[src/rtl/ssd_pkg.sv]
// swept sawtooth decimator: shared types, register indexes and reset constants
// no dependencies; used by every module of the block except ssd_divider
`default_nettype none

package ssd_pkg;

  // field and register widths
  localparam int HR_W        = 20;
  localparam int FREQ_W      = 16;
  localparam int LEN_W       = 20;
  localparam int RATIO_W     = 8;
  localparam int GAIN_W      = 16;
  localparam int SAMPLE_W    = 16;
  localparam int CFG_DATA_W  = 20;
  localparam int CFG_INDEX_W = 3;
  localparam int IN_TDATA_W  = 8;
  localparam int HL_W        = HR_W + LEN_W;        // high_rate * (len - 1)
  localparam int DENP_W      = FREQ_W + LEN_W + 1;  // sum of two frequency products

  // register indexes
  localparam logic [CFG_INDEX_W-1:0] REG_HIGH_RATE    = 3'd0;
  localparam logic [CFG_INDEX_W-1:0] REG_START_FREQ   = 3'd1;
  localparam logic [CFG_INDEX_W-1:0] REG_END_FREQ     = 3'd2;
  localparam logic [CFG_INDEX_W-1:0] REG_SWEEP_LENGTH = 3'd3;
  localparam logic [CFG_INDEX_W-1:0] REG_DECIM_RATIO  = 3'd4;
  localparam logic [CFG_INDEX_W-1:0] REG_OUT_LENGTH   = 3'd5;
  localparam logic [CFG_INDEX_W-1:0] REG_OUT_GAIN     = 3'd6;

  // register reset values
  localparam logic [HR_W-1:0]    RST_HIGH_RATE    = 20'd192000;
  localparam logic [FREQ_W-1:0]  RST_START_FREQ   = 16'd500;
  localparam logic [FREQ_W-1:0]  RST_END_FREQ     = 16'd3500;
  localparam logic [LEN_W-1:0]   RST_SWEEP_LENGTH = 20'd384000;
  localparam logic [RATIO_W-1:0] RST_DECIM_RATIO  = 8'd24;
  localparam logic [LEN_W-1:0]   RST_OUT_LENGTH   = 20'd16000;
  localparam logic [GAIN_W-1:0]  RST_OUT_GAIN     = 16'd6554;

  // saturation limits of the Q1.15 output
  localparam logic [SAMPLE_W-1:0] SAMPLE_MAX     = 16'h7fff;
  localparam logic [SAMPLE_W-1:0] SAMPLE_MIN     = 16'h8000;
  localparam int unsigned         SAMPLE_NEG_MAG = 32768;

  // divider operand selection
  typedef enum logic [1:0] {
    DIV_SAMPLE,
    DIV_PERIOD,
    DIV_RELOAD
  } ssd_div_sel_e;

  // controller states
  typedef enum logic [3:0] {
    ST_IDLE,
    ST_SMUL,
    ST_SSTART,
    ST_SWAIT,
    ST_SOUT,
    ST_ADV,
    ST_PMUL,
    ST_PDEN,
    ST_PSTART,
    ST_PWAIT,
    ST_RSTART,
    ST_RWAIT
  } ssd_state_e;

  // controller to datapath commands
  typedef struct packed {
    logic         cfg_write;
    logic         load_prod;
    logic         div_start;
    ssd_div_sel_e div_sel;
    logic         push_out;
    logic         step_decim;
    logic         step_phase;
    logic         load_pmul;
    logic         load_den;
    logic         set_period;
  } ssd_cmd_t;

  // datapath to controller status
  typedef struct packed {
    logic run_end;
    logic emit;
    logic idx_zero;
    logic phase_wrap;
    logic out_free;
    logic div_done;
  } ssd_status_t;

endpackage

`default_nettype wire

[src/rtl/ssd_divider.sv]
// iterative restoring divider, one quotient bit per cycle
// standalone; instantiated by ssd_datapath
`default_nettype none

module ssd_divider #(
  parameter int DIVIDEND_W = 40,
  parameter int DIVISOR_W  = 37
) (
  input  wire logic                  clk_i,
  input  wire logic                  rst_ni,
  input  wire logic                  start_i,
  input  wire logic [DIVIDEND_W-1:0] dividend_i,
  input  wire logic [DIVISOR_W-1:0]  divisor_i,
  output      logic                  done_o,
  output      logic [DIVIDEND_W-1:0] quotient_o,
  output      logic                  rem_nz_o
);

  localparam int CNT_W = $clog2(DIVIDEND_W + 1);

  logic [CNT_W-1:0]      cnt_q;
  logic                  done_q;
  logic [DIVIDEND_W-1:0] quo_q, quo_d;
  logic [DIVISOR_W-1:0]  rem_q, rem_d;
  logic [DIVISOR_W-1:0]  dvs_q;
  logic [DIVISOR_W:0]    rem_sh;
  logic [DIVISOR_W:0]    diff;
  logic                  fits;

  // one restoring step
  always_comb begin
    rem_sh = {rem_q, quo_q[DIVIDEND_W-1]};
    diff   = rem_sh - {1'b0, dvs_q};
    fits   = rem_sh >= {1'b0, dvs_q};
    rem_d  = fits ? diff[DIVISOR_W-1:0] : rem_sh[DIVISOR_W-1:0];
    quo_d  = {quo_q[DIVIDEND_W-2:0], fits};
  end

  // step counter and completion flag
  always_ff @(posedge clk_i or negedge rst_ni) begin
    if (!rst_ni) begin
      cnt_q  <= '0;
      done_q <= 1'b0;
    end else if (start_i) begin
      cnt_q  <= CNT_W'(DIVIDEND_W);
      done_q <= 1'b0;
    end else if (cnt_q != '0) begin
      cnt_q  <= cnt_q - CNT_W'(1);
      done_q <= (cnt_q == CNT_W'(1));
    end else begin
      done_q <= 1'b0;
    end
  end

  // operand and partial result registers
  always_ff @(posedge clk_i) begin
    if (start_i) begin
      quo_q <= dividend_i;
      rem_q <= '0;
      dvs_q <= divisor_i;
    end else if (cnt_q != '0) begin
      quo_q <= quo_d;
      rem_q <= rem_d;
    end
  end

  assign done_o     = done_q;
  assign quotient_o = quo_q;
  assign rem_nz_o   = |rem_q;

endmodule

`default_nettype wire

[src/rtl/ssd_datapath.sv]
// datapath: config registers, sweep counters, multipliers, shared divider, output register
// depends on ssd_pkg and ssd_divider
`default_nettype none

module ssd_datapath #(
  parameter int COUNT_BITS = 20
) (
  input  wire logic                             clk_i,
  input  wire logic                             rst_ni,
  input  wire ssd_pkg::ssd_cmd_t                cmd_i,
  output      ssd_pkg::ssd_status_t             status_o,
  input  wire logic [ssd_pkg::CFG_INDEX_W-1:0]  cfg_index_i,
  input  wire logic [ssd_pkg::CFG_DATA_W-1:0]   cfg_data_i,
  input  wire logic                             out_ready_i,
  output      logic                             out_valid_o,
  output      logic [ssd_pkg::SAMPLE_W-1:0]     out_sample_o,
  output      logic                             out_last_o
);

  localparam int CB     = COUNT_BITS;
  localparam int CW     = (CB > ssd_pkg::LEN_W) ? CB : ssd_pkg::LEN_W;
  localparam int MAG_W  = CB + 1;
  localparam int PROD_W = MAG_W + ssd_pkg::GAIN_W;
  localparam int DEN_W  = (MAG_W > ssd_pkg::DENP_W) ? MAG_W : ssd_pkg::DENP_W;
  localparam int DIV_W  = (PROD_W > ssd_pkg::HL_W) ? PROD_W : ssd_pkg::HL_W;
  localparam int LW     = ssd_pkg::LEN_W;
  localparam int FW     = ssd_pkg::FREQ_W;

  // reset period, high_rate / start_freq clamped to the counter range
  localparam logic [63:0] RST_QUO = 64'(ssd_pkg::RST_HIGH_RATE) / 64'(ssd_pkg::RST_START_FREQ);
  localparam logic [CB-1:0] RST_PERIOD =
      ((RST_QUO >> CB) != 64'd0) ? {CB{1'b1}} :
      (RST_QUO == 64'd0)         ? CB'(1)     : CB'(RST_QUO);

  // configuration registers
  logic [ssd_pkg::HR_W-1:0]    high_rate_q;
  logic [FW-1:0]               start_freq_q;
  logic [FW-1:0]               end_freq_q;
  logic [LW-1:0]               sweep_length_q;
  logic [ssd_pkg::RATIO_W-1:0] decim_ratio_q;
  logic [LW-1:0]               out_length_q;
  logic [ssd_pkg::GAIN_W-1:0]  out_gain_q;

  // sweep state
  logic [CB-1:0]               n_q;
  logic [CB-1:0]               m_q;
  logic [CB-1:0]               t_q;
  logic [CB-1:0]               oc_q;
  logic [ssd_pkg::RATIO_W-1:0] dc_q;

  // arithmetic registers
  logic [PROD_W-1:0]           prod_q;
  logic                        neg_q;
  logic [ssd_pkg::HL_W-1:0]    hl_q;
  logic [FW+LW-1:0]            ps_q;
  logic [FW+LW-1:0]            pe_q;
  logic [ssd_pkg::DENP_W-1:0]  den_q;

  // output register
  logic                        out_valid_q;
  logic [ssd_pkg::SAMPLE_W-1:0] out_sample_q, out_sample_d;
  logic                        out_last_q, out_last_d;

  // derived values
  logic [CB-1:0]               t_eff;
  logic [CB-1:0]               m1;
  logic [ssd_pkg::RATIO_W-1:0] ratio;
  logic [ssd_pkg::RATIO_W-1:0] dc1;
  logic [CW-1:0]               n_w;
  logic [LW-1:0]               n20;
  logic [LW-1:0]               lm1;
  logic signed [CB+1:0]        diff;
  logic                        diff_neg;
  logic [MAG_W-1:0]            mag;
  logic                        out_free;

  // divider interface
  logic [DIV_W-1:0]            div_dividend;
  logic [DEN_W-1:0]            div_divisor;
  logic                        div_done;
  logic [DIV_W-1:0]            quo;
  logic                        rem_nz;
  logic [DIV_W:0]              mag_n;
  logic [CB-1:0]               period_new;

  // counter helpers
  always_comb begin
    t_eff = (t_q == '0) ? CB'(1) : t_q;
    m1    = m_q + CB'(1);
    ratio = (decim_ratio_q == '0) ? ssd_pkg::RATIO_W'(1) : decim_ratio_q;
    dc1   = dc_q + ssd_pkg::RATIO_W'(1);
    n_w   = CW'(n_q);
    n20   = n_w[LW-1:0];
    lm1   = sweep_length_q - LW'(1);
  end

  // signed sawtooth numerator t - 2m as sign and magnitude
  always_comb begin
    diff     = $signed({2'b00, t_eff}) - $signed({1'b0, m_q, 1'b0});
    diff_neg = diff < 0;
    mag      = diff_neg ? MAG_W'(-diff) : MAG_W'(diff);
  end

  // status toward the controller
  always_comb begin
    status_o.run_end    = ((CW+1)'(oc_q) >= (CW+1)'(out_length_q)) ||
                          ((CW+1)'(n_q) >= (CW+1)'(sweep_length_q));
    status_o.emit       = (dc_q == '0);
    status_o.idx_zero   = (n_q == '0);
    status_o.phase_wrap = (m1 >= t_eff);
    status_o.out_free   = out_free;
    status_o.div_done   = div_done;
  end

  // divider operand selection
  always_comb begin
    div_dividend = DIV_W'(prod_q);
    div_divisor  = DEN_W'({t_eff, 1'b0});
    unique case (cmd_i.div_sel)
      ssd_pkg::DIV_SAMPLE: begin
        div_dividend = DIV_W'(prod_q);
        div_divisor  = DEN_W'({t_eff, 1'b0});
      end
      ssd_pkg::DIV_PERIOD: begin
        div_dividend = DIV_W'(hl_q);
        div_divisor  = DEN_W'(den_q);
      end
      ssd_pkg::DIV_RELOAD: begin
        div_dividend = DIV_W'(high_rate_q);
        div_divisor  = DEN_W'(start_freq_q);
      end
      default: begin
        div_dividend = DIV_W'(prod_q);
        div_divisor  = DEN_W'({t_eff, 1'b0});
      end
    endcase
  end

  ssd_divider #(
    .DIVIDEND_W (DIV_W),
    .DIVISOR_W  (DEN_W)
  ) u_divider (
    .clk_i      (clk_i),
    .rst_ni     (rst_ni),
    .start_i    (cmd_i.div_start),
    .dividend_i (div_dividend),
    .divisor_i  (div_divisor),
    .done_o     (div_done),
    .quotient_o (quo),
    .rem_nz_o   (rem_nz)
  );

  // floor of the signed quotient, saturated to Q1.15, and the last flag
  always_comb begin
    mag_n = {1'b0, quo} + (DIV_W+1)'(rem_nz);
    if (neg_q) begin
      if (mag_n > (DIV_W+1)'(ssd_pkg::SAMPLE_NEG_MAG)) begin
        out_sample_d = ssd_pkg::SAMPLE_MIN;
      end else begin
        out_sample_d = ssd_pkg::SAMPLE_W'(0) - mag_n[ssd_pkg::SAMPLE_W-1:0];
      end
    end else if (|quo[DIV_W-1:ssd_pkg::SAMPLE_W-1]) begin
      out_sample_d = ssd_pkg::SAMPLE_MAX;
    end else begin
      out_sample_d = quo[ssd_pkg::SAMPLE_W-1:0];
    end
    out_last_d = (((CW+1)'(oc_q) + (CW+1)'(1)) >= (CW+1)'(out_length_q)) ||
                 (((CW+1)'(n_q) + (CW+1)'(ratio)) >= (CW+1)'(sweep_length_q));
  end

  // period clamp to 1 .. 2^COUNT_BITS-1
  always_comb begin
    if (|quo[DIV_W-1:CB]) begin
      period_new = {CB{1'b1}};
    end else if (quo[CB-1:0] == '0) begin
      period_new = CB'(1);
    end else begin
      period_new = quo[CB-1:0];
    end
  end

  // configuration register writes
  always_ff @(posedge clk_i or negedge rst_ni) begin
    if (!rst_ni) begin
      high_rate_q    <= ssd_pkg::RST_HIGH_RATE;
      start_freq_q   <= ssd_pkg::RST_START_FREQ;
      end_freq_q     <= ssd_pkg::RST_END_FREQ;
      sweep_length_q <= ssd_pkg::RST_SWEEP_LENGTH;
      decim_ratio_q  <= ssd_pkg::RST_DECIM_RATIO;
      out_length_q   <= ssd_pkg::RST_OUT_LENGTH;
      out_gain_q     <= ssd_pkg::RST_OUT_GAIN;
    end else if (cmd_i.cfg_write) begin
      unique case (cfg_index_i)
        ssd_pkg::REG_HIGH_RATE:    high_rate_q    <= cfg_data_i[ssd_pkg::HR_W-1:0];
        ssd_pkg::REG_START_FREQ:   start_freq_q   <= cfg_data_i[FW-1:0];
        ssd_pkg::REG_END_FREQ:     end_freq_q     <= cfg_data_i[FW-1:0];
        ssd_pkg::REG_SWEEP_LENGTH: sweep_length_q <= cfg_data_i[LW-1:0];
        ssd_pkg::REG_DECIM_RATIO:  decim_ratio_q  <= cfg_data_i[ssd_pkg::RATIO_W-1:0];
        ssd_pkg::REG_OUT_LENGTH:   out_length_q   <= cfg_data_i[LW-1:0];
        ssd_pkg::REG_OUT_GAIN:     out_gain_q     <= cfg_data_i[ssd_pkg::GAIN_W-1:0];
        default: ;
      endcase
    end
  end

  // sweep counters and period
  always_ff @(posedge clk_i or negedge rst_ni) begin
    if (!rst_ni) begin
      n_q  <= '0;
      m_q  <= '0;
      t_q  <= RST_PERIOD;
      oc_q <= '0;
      dc_q <= '0;
    end else begin
      if (cmd_i.push_out) begin
        oc_q <= oc_q + CB'(1);
      end
      if (cmd_i.step_decim) begin
        dc_q <= (dc1 >= ratio) ? '0 : dc1;
      end
      if (cmd_i.step_phase) begin
        m_q <= status_o.phase_wrap ? '0 : m1;
        n_q <= n_q + CB'(1);
      end
      if (cmd_i.set_period) begin
        t_q <= period_new;
      end
    end
  end

  // multiplier and denominator registers
  always_ff @(posedge clk_i) begin
    if (cmd_i.load_prod) begin
      prod_q <= PROD_W'(mag) * PROD_W'(out_gain_q);
      neg_q  <= diff_neg;
    end
    if (cmd_i.load_pmul) begin
      hl_q <= ssd_pkg::HL_W'(high_rate_q) * ssd_pkg::HL_W'(lm1);
      ps_q <= (FW+LW)'(start_freq_q) * (FW+LW)'(lm1 - n20);
      pe_q <= (FW+LW)'(end_freq_q) * (FW+LW)'(n20);
    end
    if (cmd_i.load_den) begin
      den_q <= ssd_pkg::DENP_W'(ps_q) + ssd_pkg::DENP_W'(pe_q);
    end
  end

  // output register, frees when the receiver takes the request
  assign out_free = !out_valid_q || out_ready_i;

  always_ff @(posedge clk_i or negedge rst_ni) begin
    if (!rst_ni) begin
      out_valid_q <= 1'b0;
    end else if (cmd_i.push_out) begin
      out_valid_q <= 1'b1;
    end else if (out_ready_i) begin
      out_valid_q <= 1'b0;
    end
  end

  always_ff @(posedge clk_i) begin
    if (cmd_i.push_out) begin
      out_sample_q <= out_sample_d;
      out_last_q   <= out_last_d;
    end
  end

  assign out_valid_o  = out_valid_q;
  assign out_sample_o = out_sample_q;
  assign out_last_o   = out_last_q;

endmodule

`default_nettype wire

[src/rtl/ssd_ctrl.sv]
// controller state machine: sequences ticks, period updates and config reloads
// depends on ssd_pkg; drives ssd_datapath through command and status structs
`default_nettype none

module ssd_ctrl (
  input  wire logic                            clk_i,
  input  wire logic                            rst_ni,
  input  wire logic                            tick_valid_i,
  input  wire logic                            tick_i,
  output      logic                            tick_ready_o,
  input  wire logic                            cfg_valid_i,
  input  wire logic [ssd_pkg::CFG_INDEX_W-1:0] cfg_index_i,
  output      logic                            cfg_ready_o,
  input  wire ssd_pkg::ssd_status_t            status_i,
  output      ssd_pkg::ssd_cmd_t               cmd_o
);

  ssd_pkg::ssd_state_e state_q, state_d;

  // state register
  always_ff @(posedge clk_i or negedge rst_ni) begin
    if (!rst_ni) begin
      state_q <= ssd_pkg::ST_IDLE;
    end else begin
      state_q <= state_d;
    end
  end

  // next state and commands
  always_comb begin
    state_d        = state_q;
    cmd_o          = '0;
    cmd_o.div_sel  = ssd_pkg::DIV_SAMPLE;
    tick_ready_o   = 1'b0;
    cfg_ready_o    = 1'b0;
    unique case (state_q)
      ssd_pkg::ST_IDLE: begin
        cfg_ready_o  = 1'b1;
        tick_ready_o = !cfg_valid_i;
        if (cfg_valid_i) begin
          // known register: write, and reload the period before the sweep starts
          if (cfg_index_i <= ssd_pkg::REG_OUT_GAIN) begin
            cmd_o.cfg_write = 1'b1;
            if (status_i.idx_zero) begin
              state_d = ssd_pkg::ST_RSTART;
            end
          end
        end else if (tick_valid_i && tick_i && !status_i.run_end) begin
          state_d = status_i.emit ? ssd_pkg::ST_SMUL : ssd_pkg::ST_ADV;
        end
      end
      ssd_pkg::ST_SMUL: begin
        cmd_o.load_prod = 1'b1;
        state_d         = ssd_pkg::ST_SSTART;
      end
      ssd_pkg::ST_SSTART: begin
        cmd_o.div_start = 1'b1;
        cmd_o.div_sel   = ssd_pkg::DIV_SAMPLE;
        state_d         = ssd_pkg::ST_SWAIT;
      end
      ssd_pkg::ST_SWAIT: begin
        if (status_i.div_done) begin
          state_d = ssd_pkg::ST_SOUT;
        end
      end
      ssd_pkg::ST_SOUT: begin
        // hold until the output register has room
        if (status_i.out_free) begin
          cmd_o.push_out = 1'b1;
          state_d        = ssd_pkg::ST_ADV;
        end
      end
      ssd_pkg::ST_ADV: begin
        cmd_o.step_decim = 1'b1;
        if (status_i.phase_wrap) begin
          state_d = ssd_pkg::ST_PMUL;
        end else begin
          cmd_o.step_phase = 1'b1;
          state_d          = ssd_pkg::ST_IDLE;
        end
      end
      ssd_pkg::ST_PMUL: begin
        cmd_o.load_pmul = 1'b1;
        state_d         = ssd_pkg::ST_PDEN;
      end
      ssd_pkg::ST_PDEN: begin
        cmd_o.load_den = 1'b1;
        state_d        = ssd_pkg::ST_PSTART;
      end
      ssd_pkg::ST_PSTART: begin
        cmd_o.div_start = 1'b1;
        cmd_o.div_sel   = ssd_pkg::DIV_PERIOD;
        state_d         = ssd_pkg::ST_PWAIT;
      end
      ssd_pkg::ST_PWAIT: begin
        if (status_i.div_done) begin
          cmd_o.set_period = 1'b1;
          cmd_o.step_phase = 1'b1;
          state_d          = ssd_pkg::ST_IDLE;
        end
      end
      ssd_pkg::ST_RSTART: begin
        cmd_o.div_start = 1'b1;
        cmd_o.div_sel   = ssd_pkg::DIV_RELOAD;
        state_d         = ssd_pkg::ST_RWAIT;
      end
      ssd_pkg::ST_RWAIT: begin
        if (status_i.div_done) begin
          cmd_o.set_period = 1'b1;
          state_d          = ssd_pkg::ST_IDLE;
        end
      end
      default: begin
        state_d = ssd_pkg::ST_IDLE;
      end
    endcase
  end

endmodule

`default_nettype wire

[src/rtl/swept_sawtooth_decimator.sv]
// Linear-chirp sawtooth generator with decimation and gain, Q1.15 output.
// Each request on the slave stream carries one tick (tdata bit 0); a tick of
// one advances the sweep by one high-rate sample. Every decim_ratio-th active
// tick, starting with the first, sends one sample on the master stream, with
// tlast on the final one; after out_length samples or sweep_length ticks the
// block ignores further ticks.
// Config channel: cfg_index_i selects a register (0..6, others ignored),
// cfg_data_i holds its value. While the sweep index is still zero, a write
// also reloads the period as high_rate / start_freq, which keeps the block
// busy until the divider finishes. A tick that emits a sample waits for a
// division in the divider; a tick that ends a sawtooth period adds a period
// division through the same divider. The divider runs one step per dividend
// bit, max(COUNT_BITS+17, 40) bits.
// One finished sample waits in the output register; the next tick is accepted
// meanwhile and only stalls at its own sample if the receiver is still busy.
// Reset restores the register defaults and restarts the sweep from zero.
`default_nettype none

module swept_sawtooth_decimator #(
  parameter int COUNT_BITS = 20
) (
  input  wire logic                             clk_i,
  input  wire logic                             rst_ni,
  // slave stream, tdata: [0] tick, [7:1] zero
  input  wire logic                             s_axis_tvalid,
  output      logic                             s_axis_tready,
  input  wire logic [ssd_pkg::IN_TDATA_W-1:0]   s_axis_tdata,
  // master stream, tdata: [15:0] sample_out; tlast: last_out
  output      logic                             m_axis_tvalid,
  input  wire logic                             m_axis_tready,
  output      logic [ssd_pkg::SAMPLE_W-1:0]     m_axis_tdata,
  output      logic                             m_axis_tlast,
  // config write channel
  input  wire logic                             cfg_valid_i,
  output      logic                             cfg_ready_o,
  input  wire logic [ssd_pkg::CFG_INDEX_W-1:0]  cfg_index_i,
  input  wire logic [ssd_pkg::CFG_DATA_W-1:0]   cfg_data_i
);

  ssd_pkg::ssd_cmd_t    cmd;
  ssd_pkg::ssd_status_t status;

  // sequencing
  ssd_ctrl u_ctrl (
    .clk_i        (clk_i),
    .rst_ni       (rst_ni),
    .tick_valid_i (s_axis_tvalid),
    .tick_i       (s_axis_tdata[0]),
    .tick_ready_o (s_axis_tready),
    .cfg_valid_i  (cfg_valid_i),
    .cfg_index_i  (cfg_index_i),
    .cfg_ready_o  (cfg_ready_o),
    .status_i     (status),
    .cmd_o        (cmd)
  );

  // arithmetic and state
  ssd_datapath #(
    .COUNT_BITS (COUNT_BITS)
  ) u_datapath (
    .clk_i        (clk_i),
    .rst_ni       (rst_ni),
    .cmd_i        (cmd),
    .status_o     (status),
    .cfg_index_i  (cfg_index_i),
    .cfg_data_i   (cfg_data_i),
    .out_ready_i  (m_axis_tready),
    .out_valid_o  (m_axis_tvalid),
    .out_sample_o (m_axis_tdata),
    .out_last_o   (m_axis_tlast)
  );

endmodule

`default_nettype wire
[config.mk]
export PLATFORM = sky130hd
export DESIGN_NAME = swept_sawtooth_decimator
export DESIGN_NICKNAME = d
export VERILOG_FILES = /design/src/rtl/ssd_pkg.sv /design/src/rtl/ssd_divider.sv /design/src/rtl/ssd_datapath.sv /design/src/rtl/ssd_ctrl.sv /design/src/rtl/swept_sawtooth_decimator.sv
export SDC_FILE = /design/constraint.sdc
export NUM_CORES = 2
export LEC_CHECK = 0
export BUFFER_PORTS_ARGS = -buffer_cell sky130_fd_sc_hd__buf_4
export CAP_MARGIN = 15
export CORE_ASPECT_RATIO = 0.75
export CORE_UTILIZATION = 45
export CTS_CLUSTER_DIAMETER = 80
export DETAILED_ROUTE_END_ITERATION = 10
export GPL_ROUTABILITY_DRIVEN = 0
export GPL_TIMING_DRIVEN = 0
export HOLD_SLACK_MARGIN = 0.05
export SLEW_MARGIN = 20
export SYNTH_ARGS = -nofsm -noshare
export SYNTH_HDL_FRONTEND = slang
export SYNTH_SLANG_ARGS = --single-unit
[constraint.sdc]
create_clock -name clk_i -period 18.3 [get_ports clk_i]
set_clock_uncertainty 0.15 [all_clocks]
set_input_delay 0.915 -clock clk_i [delete_from_list [all_inputs] [get_ports clk_i]]
set_output_delay 0.915 -clock clk_i [all_outputs]
set_load 0.02 [all_outputs]
; Word-level counts from Yosys, hierarchy flattened
; Cells that the tools add are included.
[word_totals]
ff_bits = 534
in_bits = 36
output_inout_bits = 20
word_cells = 159
[classes]
addsub = 15
multipliers = 4
n_lt_le_gt_ge = 10
n_eq_ne = 26
mux = 47
reduce_logical = 30
[ops]
columns = operator, n
row1 = 2-to-1 mux 20 bit, 4
row2 = 2-to-1 mux 40 bit, 2
row3 = one-hot mux 40 bit (2 select lines), 1
row4 = one-hot mux 37 bit (2 select lines), 1
row5 = "adder 20 x 1 -> 20 bit, second input constant", 3
row6 = greater-or-equal comparator 20 bit, 3
row7 = zero test 20 bit, 3
row8 = 2-to-1 mux 16 bit, 3
row9 = one-hot mux 4 bit (11 select lines), 1
row10 = greater-or-equal comparator 21 x 20 -> 1 bit, 2
row11 = adder 40 x 1 -> 41 bit, 1
row12 = "greater-than comparator 41 x 16 -> 1 bit, second input constant", 1
row13 = multiplier 20 x 20 -> 40 bit, 1
row14 = greater-or-equal comparator 38 x 37 -> 1 bit, 1
row15 = adder 36 x 36 -> 37 bit, 1
row16 = multiplier 21 x 16 -> 37 bit, 1
row17 = 2-to-1 mux 37 bit, 1
row18 = OR reduction 37 bit, 1
row19 = subtractor 37 bit, 1
row20 = multiplier 16 x 20 -> 36 bit, 1
row21 = multiplier 16 x 36 -> 36 bit, 1
row22 = 2-to-1 mux 4 bit, 7
row23 = OR reduction 25 bit, 1
row24 = "less-than comparator 22 x 1 -> 1 bit, second input constant", 1
row25 = 43 further kinds, 89

; Logic depth before layout (Yosys ltp)
[logic_depth]
word_depth = 7
mapped_depth = 38
ltp_nobuf = 37

; By module
; From an unflattened synthesis, not the netlist that was laid out.
[unflattened]
cells_unflattened = 8601
area_unflattened_um2 = 79314.8
[by_module_without_submodules]
columns = mod, n_inst, cells_per_inst, area_each_um2
row1 = ssd_datapath, 1, 7875, 71950.3
row2 = ssd_divider, 1, 665, 6916.6
row3 = ssd_ctrl, 1, 61, 447.9

; Worst setup path after synthesis
; Ideal clock, no wire load.
[synth_timing]
kind = reg-to-reg
startpoint = reg u_datapath.m_q[0]
endpoint = reg u_datapath.prod_q[36] (data pin)
setup_ps = 260
arrival_time_ps = 9124
t_required_ps = 17890
setup_slack_ps = 8766
stages_incl_launch_ff = 38
n_path_buf = 2
synth_period_minus_slack_ps = 9534
cell_sequence = dfrtp_1 ha_1 fa_1 nand3b_1 nand4b_1 a211oi_2 o211a_1 o31ai_1 a21oi_1 nor2_1 clkinv_1 buf_2 o31ai_1 xnor2_1 clkbuf_1 nand2_1 fa_1 inv_1 [... 2 more ...] fa_1 inv_1 fa_1 inv_1 fa_1 inv_1 fa_1 ha_1 or3_1 a211oi_1 o21ai_0 o21ai_0 a31oi_1 nor2b_1 o41a_1 a211o_1 a21oi_1 xnor2_1
[synth_via]
elab_chain_len = 4
[synth_rtl]
columns = element, line_no
row1 = start: declaration, ssd_datapath.sv:46  ; logic [CB-1:0] m_q;
row2 = start signal: assignment, ssd_datapath.sv:222  ; m_q <= status_o.phase_wrap ? '0 : m1;
row3 = subtractor 20 x 21 -> 22 bit, ssd_datapath.sv:99  ; diff = $signed({2'b00, t_eff}) - $signed({1'b0, m_q, 1'b0});
row4 = less-than comparator 22 x 1 -> 1 bit, ssd_datapath.sv:100  ; diff_neg = diff < 0;
row5 = via u_datapath.diff_neg, ssd_datapath.sv:73  ; logic diff_neg;
row6 = 2-to-1 mux 21 bit, ssd_datapath.sv:101  ; mag = diff_neg ? MAG_W'(-diff) : MAG_W'(diff);
row7 = multiplier 21 x 16 -> 37 bit, ssd_datapath.sv:234  ; prod_q <= PROD_W'(mag) * PROD_W'(out_gain_q);
row8 = end signal: assignment, ssd_datapath.sv:234
row9 = end: declaration, ssd_datapath.sv:52  ; logic [PROD_W-1:0] prod_q;
; The timed path passes the listed nets, and every way through them passes these cells.
; A chain may end at the register's enable or synchronous reset.

; Final worst setup path
[layout_timing]
startpoint = reg u_datapath.sweep_length_q[0]
endpoint = reg u_datapath.ps_q[34] (data pin)
[layout_via]
elab_chain_len = 3
[layout_rtl]
columns = element, line_no
row1 = start: declaration, ssd_datapath.sv:39  ; logic [LW-1:0] sweep_length_q;
row2 = start signal: assignment, ssd_datapath.sv:188  ; sweep_length_q <= ssd_pkg::RST_SWEEP_LENGTH;
row3 = start signal: assignment, ssd_datapath.sv:197  ; ssd_pkg::REG_SWEEP_LENGTH: sweep_length_q <= cfg_data_i[LW-1:0];
row4 = subtractor 20 x 1 -> 20 bit, ssd_datapath.sv:94  ; lm1 = sweep_length_q - LW'(1);
row5 = subtractor 20 x 20 -> 21 bit, ssd_datapath.sv:239  ; ps_q <= (FW+LW)'(start_freq_q) * (FW+LW)'(lm1 - n20);
row6 = multiplier 16 x 36 -> 36 bit, ssd_datapath.sv:239
row7 = end signal: assignment, ssd_datapath.sv:239
row8 = end: declaration, ssd_datapath.sv:55  ; logic [FW+LW-1:0] ps_q;
; Every way passes these cells.

==> key figures <==
Run status
  • Status: completed

Synthesis
  • EDFF count, synth: 281
  • Top cell type's share of synthesized area: 30.1%
  • Post-synth cell types: 90
  • Commonest cells in the netlist: inv_1 (1427), fa_1 (1165), nand2_1 (1153)
  • Async S/R FF share, synth: 40.4%
  • Number of synthesized register bits: 534
  • Most numerous cell in the Yosys netlist: inv_1
  • Most used DFF post-synth: edfxtp_1
  • Top cells by area, synth: fa_1 (30%), ha_1 (11%), edfxtp_1 (11%)
  • Post-Syn Area: 0.0774 mm²
  • Avg Cell Area, Syn: 9.23 µm²
  • Synth area leader: fa_1
  • Syn Nets: 10300
  • Synthesis Warnings: 0
  • Post-Syn Instances: 8391
  • Seq/Total Area, Yosys: 18.9%

Floorplan
  • FP Rows: 131
  • # IOs: 56
  • Starting Density: 45.4%
  • Die Span Y: 361 µm
  • Die X: 481 µm
  • Core footprint: 0.170 mm²
  • DIE AREA: 0.174 mm²

Routing
  • Via/cell ratio: 5.61
  • Per-cell routed wire length: 23.4 µm
  • Routed vias: 60900
  • Final WL: 253000 µm
  • DR iter-0 viols: 6215
  • Post-DRT Antenna Nets: 0
  • Drt pass-1 iters: 8
  • DRC viols: 0

Placement
  • Port Buf Inserts: 48
  • # placed instances: 10700
  • Detailed Place HPWL: 208000 µm

Clock network
  • TritonCTS Buffers: 67
  • Post-CTS setup repair buffer count: 0
  • Clk root buf: clkbuf_16
  • H-tree depth: 3
  • Resize count post-CTS: 0
  • Clock Latency Late Sink: 0.64 ns
  • Bufs on Longest Clock Path: 3
  • Clock sinks: 534
  • CTS tree: yes
  • Clk slew on worst S/H paths: 0.06 ns
  • CTS Hold Bufs: 0

Final layout
  • Final Non-Filler Cells: 10800
  • Area Overhead vs Synth: 7.39%
  • Final nets: 10400
  • Layout cell share with drive strength beyond 1: 4.62%
  • Final Util: 48.8%

Worst setup path
  • Arrival time worst endpoint: 13.12 ns
  • CP Data Required Time: 18.51 ns
  • CP Max Fanout: 10
  • Slowest stage cell, crit path: xor2_1
  • Critical path capture point type: flip-flop
  • Crit start category: flip-flop
  • CP Class: reg2reg
  • Most used cell, CP: fa_1
  • Worst stage delay on the critical path: 0.88 ns

STA
  • Worst Tran Pin Value: 1.30 ns
  • Setup_tns: 0 ns
  • Max-slew violations: 0
  • Setup violations, final: 0
  • Final cycle utilization of the critical path: 70.5%
  • Fin. Hold Viols: 0
  • RSZ-0062 raised after global routing: no
  • Slew margin rel.: 12.4%
  • Hold_ws: 0.0857 ns
  • FMAX: 0.0775 GHz
  • Min Tclk post-route: 12.91 ns

Global route
  • GRT Util Overall: 29.6%
  • Vias in the first global route: 61300
  • Largest net degree at the start of global routing: 85
  • First-pass GRT wire length: 386000 µm
  • Grt total ovfl: 0
  • Initial antenna violation count: 20

Pwr
  • PD cells: 31.7 mW/mm²
  • Static leakage: 0.0379 µW
  • Power Total: 2630 µW
  • VDD IR max: 0.0000630 V

Worst hold path
  • Min-delay worst type: in2async

Flow run
  • Max_cap viols: 0
-- state kept, by name, indices dropped and copies added (netlist names), 20 cells and up --
register,cells
u_datapath.u_divider.rem_q,37
u_datapath.prod_q,37
u_datapath.sweep_length_q,20
u_datapath.out_length_q,20
u_datapath.ps_q,36
u_datapath.m_q,20
u_datapath.oc_q,20
u_datapath.n20,20
u_datapath.u_divider.quotient_o,40
u_datapath.t_q,20
u_datapath.pe_q,36
u_datapath.u_divider.dvs_q,37
u_datapath.hl_q,40
u_datapath.den_q,37
u_datapath.high_rate_q,20
-- area by class of cell --
class | count | area, µm²
antenna | 7 | 17.5
buffer | 391 | 1520
clock buffer | 87 | 1870
clock inverter | 36 | 309
fill | 16100 | 87300
inverter | 1433 | 5380
multi-input combinational | 6033 | 55900
sequential | 534 | 14600
tap | 2261 | 2830
timing repair buffer | 62 | 619
-- routing by layer --
| metal | vias to the layer above | part of all wire, % | global-route usage, % |
|---|---|---|---|
| li1 | 27100 | - | - |
| met1 | 30600 | 45 | 44.4 |
| met3 | 366 | 11 | 7.64 |
| met2 | 2796 | 40 | 41.5 |
| met4 | 9 | 3.0 | 8.57 |
| met5 | - | 0.034 | 0 |
-- path summary, 6_finish.rpt --
kind | endpoint | start | depth (start not counted) | slack, ns
hold reg to reg | u_datapath.m_q[15] | u_datapath.m_q[15] | 2 | 0.33
setup reg to reg | u_datapath.ps_q[34] | u_datapath.sweep_length_q[0] | 33 | 5.39
setup / recovery | u_datapath.ps_q[34] | u_datapath.sweep_length_q[0] | 33 | 5.39
min in group clk_i | u_datapath.m_q[15] | u_datapath.m_q[15] | 2 | 0.33
max in group asynchronous | u_datapath.high_rate_q[17] | rst_ni | 3 | 16.64
hold / removal | u_datapath.end_freq_q[1] | rst_ni | 1 | 0.09
-- cells in the final DEF, fill, tap and decap left out, types with 45 or more instances in the layout --
cell type	count
clkbuf_16	70
nand4_1	59
a21oi_1	292
nand2_1	1153
o21ai_0	295
nor2b_1	78
nand3_1	112
a211oi_1	51
mux2_2	100
fa_1	1165
buf_4	52
ha_1	681
clkbuf_1	369
nand2b_1	57
a21o_1	137
and3_1	45
nor3_1	84
nor2_1	329
nor4_1	47
o21a_1	49
dfrtp_1	172
xor2_1	101
inv_1	1425
and2_1	517
edfxtp_1	281
xnor2_1	261
-- per-stage QoR --
| step | worst slack, ns | instance area, µm² |
|---|---|---|
| floorplan | 8.77 | 77400 |
| global placement | 5.55 | 80600 |
| detailed placement | 5.62 | 80900 |
| CTS | 5.56 | 83100 |
| global route | 4.87 | 83100 |
| finish | 5.39 | 83100 |
-- report_power, final --
part | switching [µW] | leakage, µW | internal (µW) | total (µW)
clock network | 588 | 0.00107 | 750 | 1340
logic | 32.5 | 0.0314 | 6.11 | 38.7
registers | 0.0159 | 0.00544 | 1260 | 1260
total | 621 | 0.0379 | 2010 | 2630
-- logic make-up after synthesis --
| group | count (synthesis) | synth area share, % |
|---|---|---|
| adder cells (fa/ha/maj) | 1846 | 41.1 |
| AND/OR/NAND/NOR | 2574 | 15.9 |
| buffers and inverters | 1824 | 8.91 |
| multiplexers | 114 | 1.64 |
| flip-flops | 534 | 18.9 |
| AO/OA/AOI/OAI | 1128 | 9.34 |
| XOR/XNOR | 371 | 4.22 |
-- worst max-delay path: cells and delay by family, from the launching register on --
family	cells	cell delay (ns)
XOR/XNOR	3	1.80
flip-flops	1	0.70
AND/OR/NAND/NOR	5	1.16
AO/OA/AOI/OAI	9	2.30
adder cells (fa/ha/maj)	9	4.23
buffers and inverters	7	2.26
Note: power is estimated with default switching activity, not from simulation.
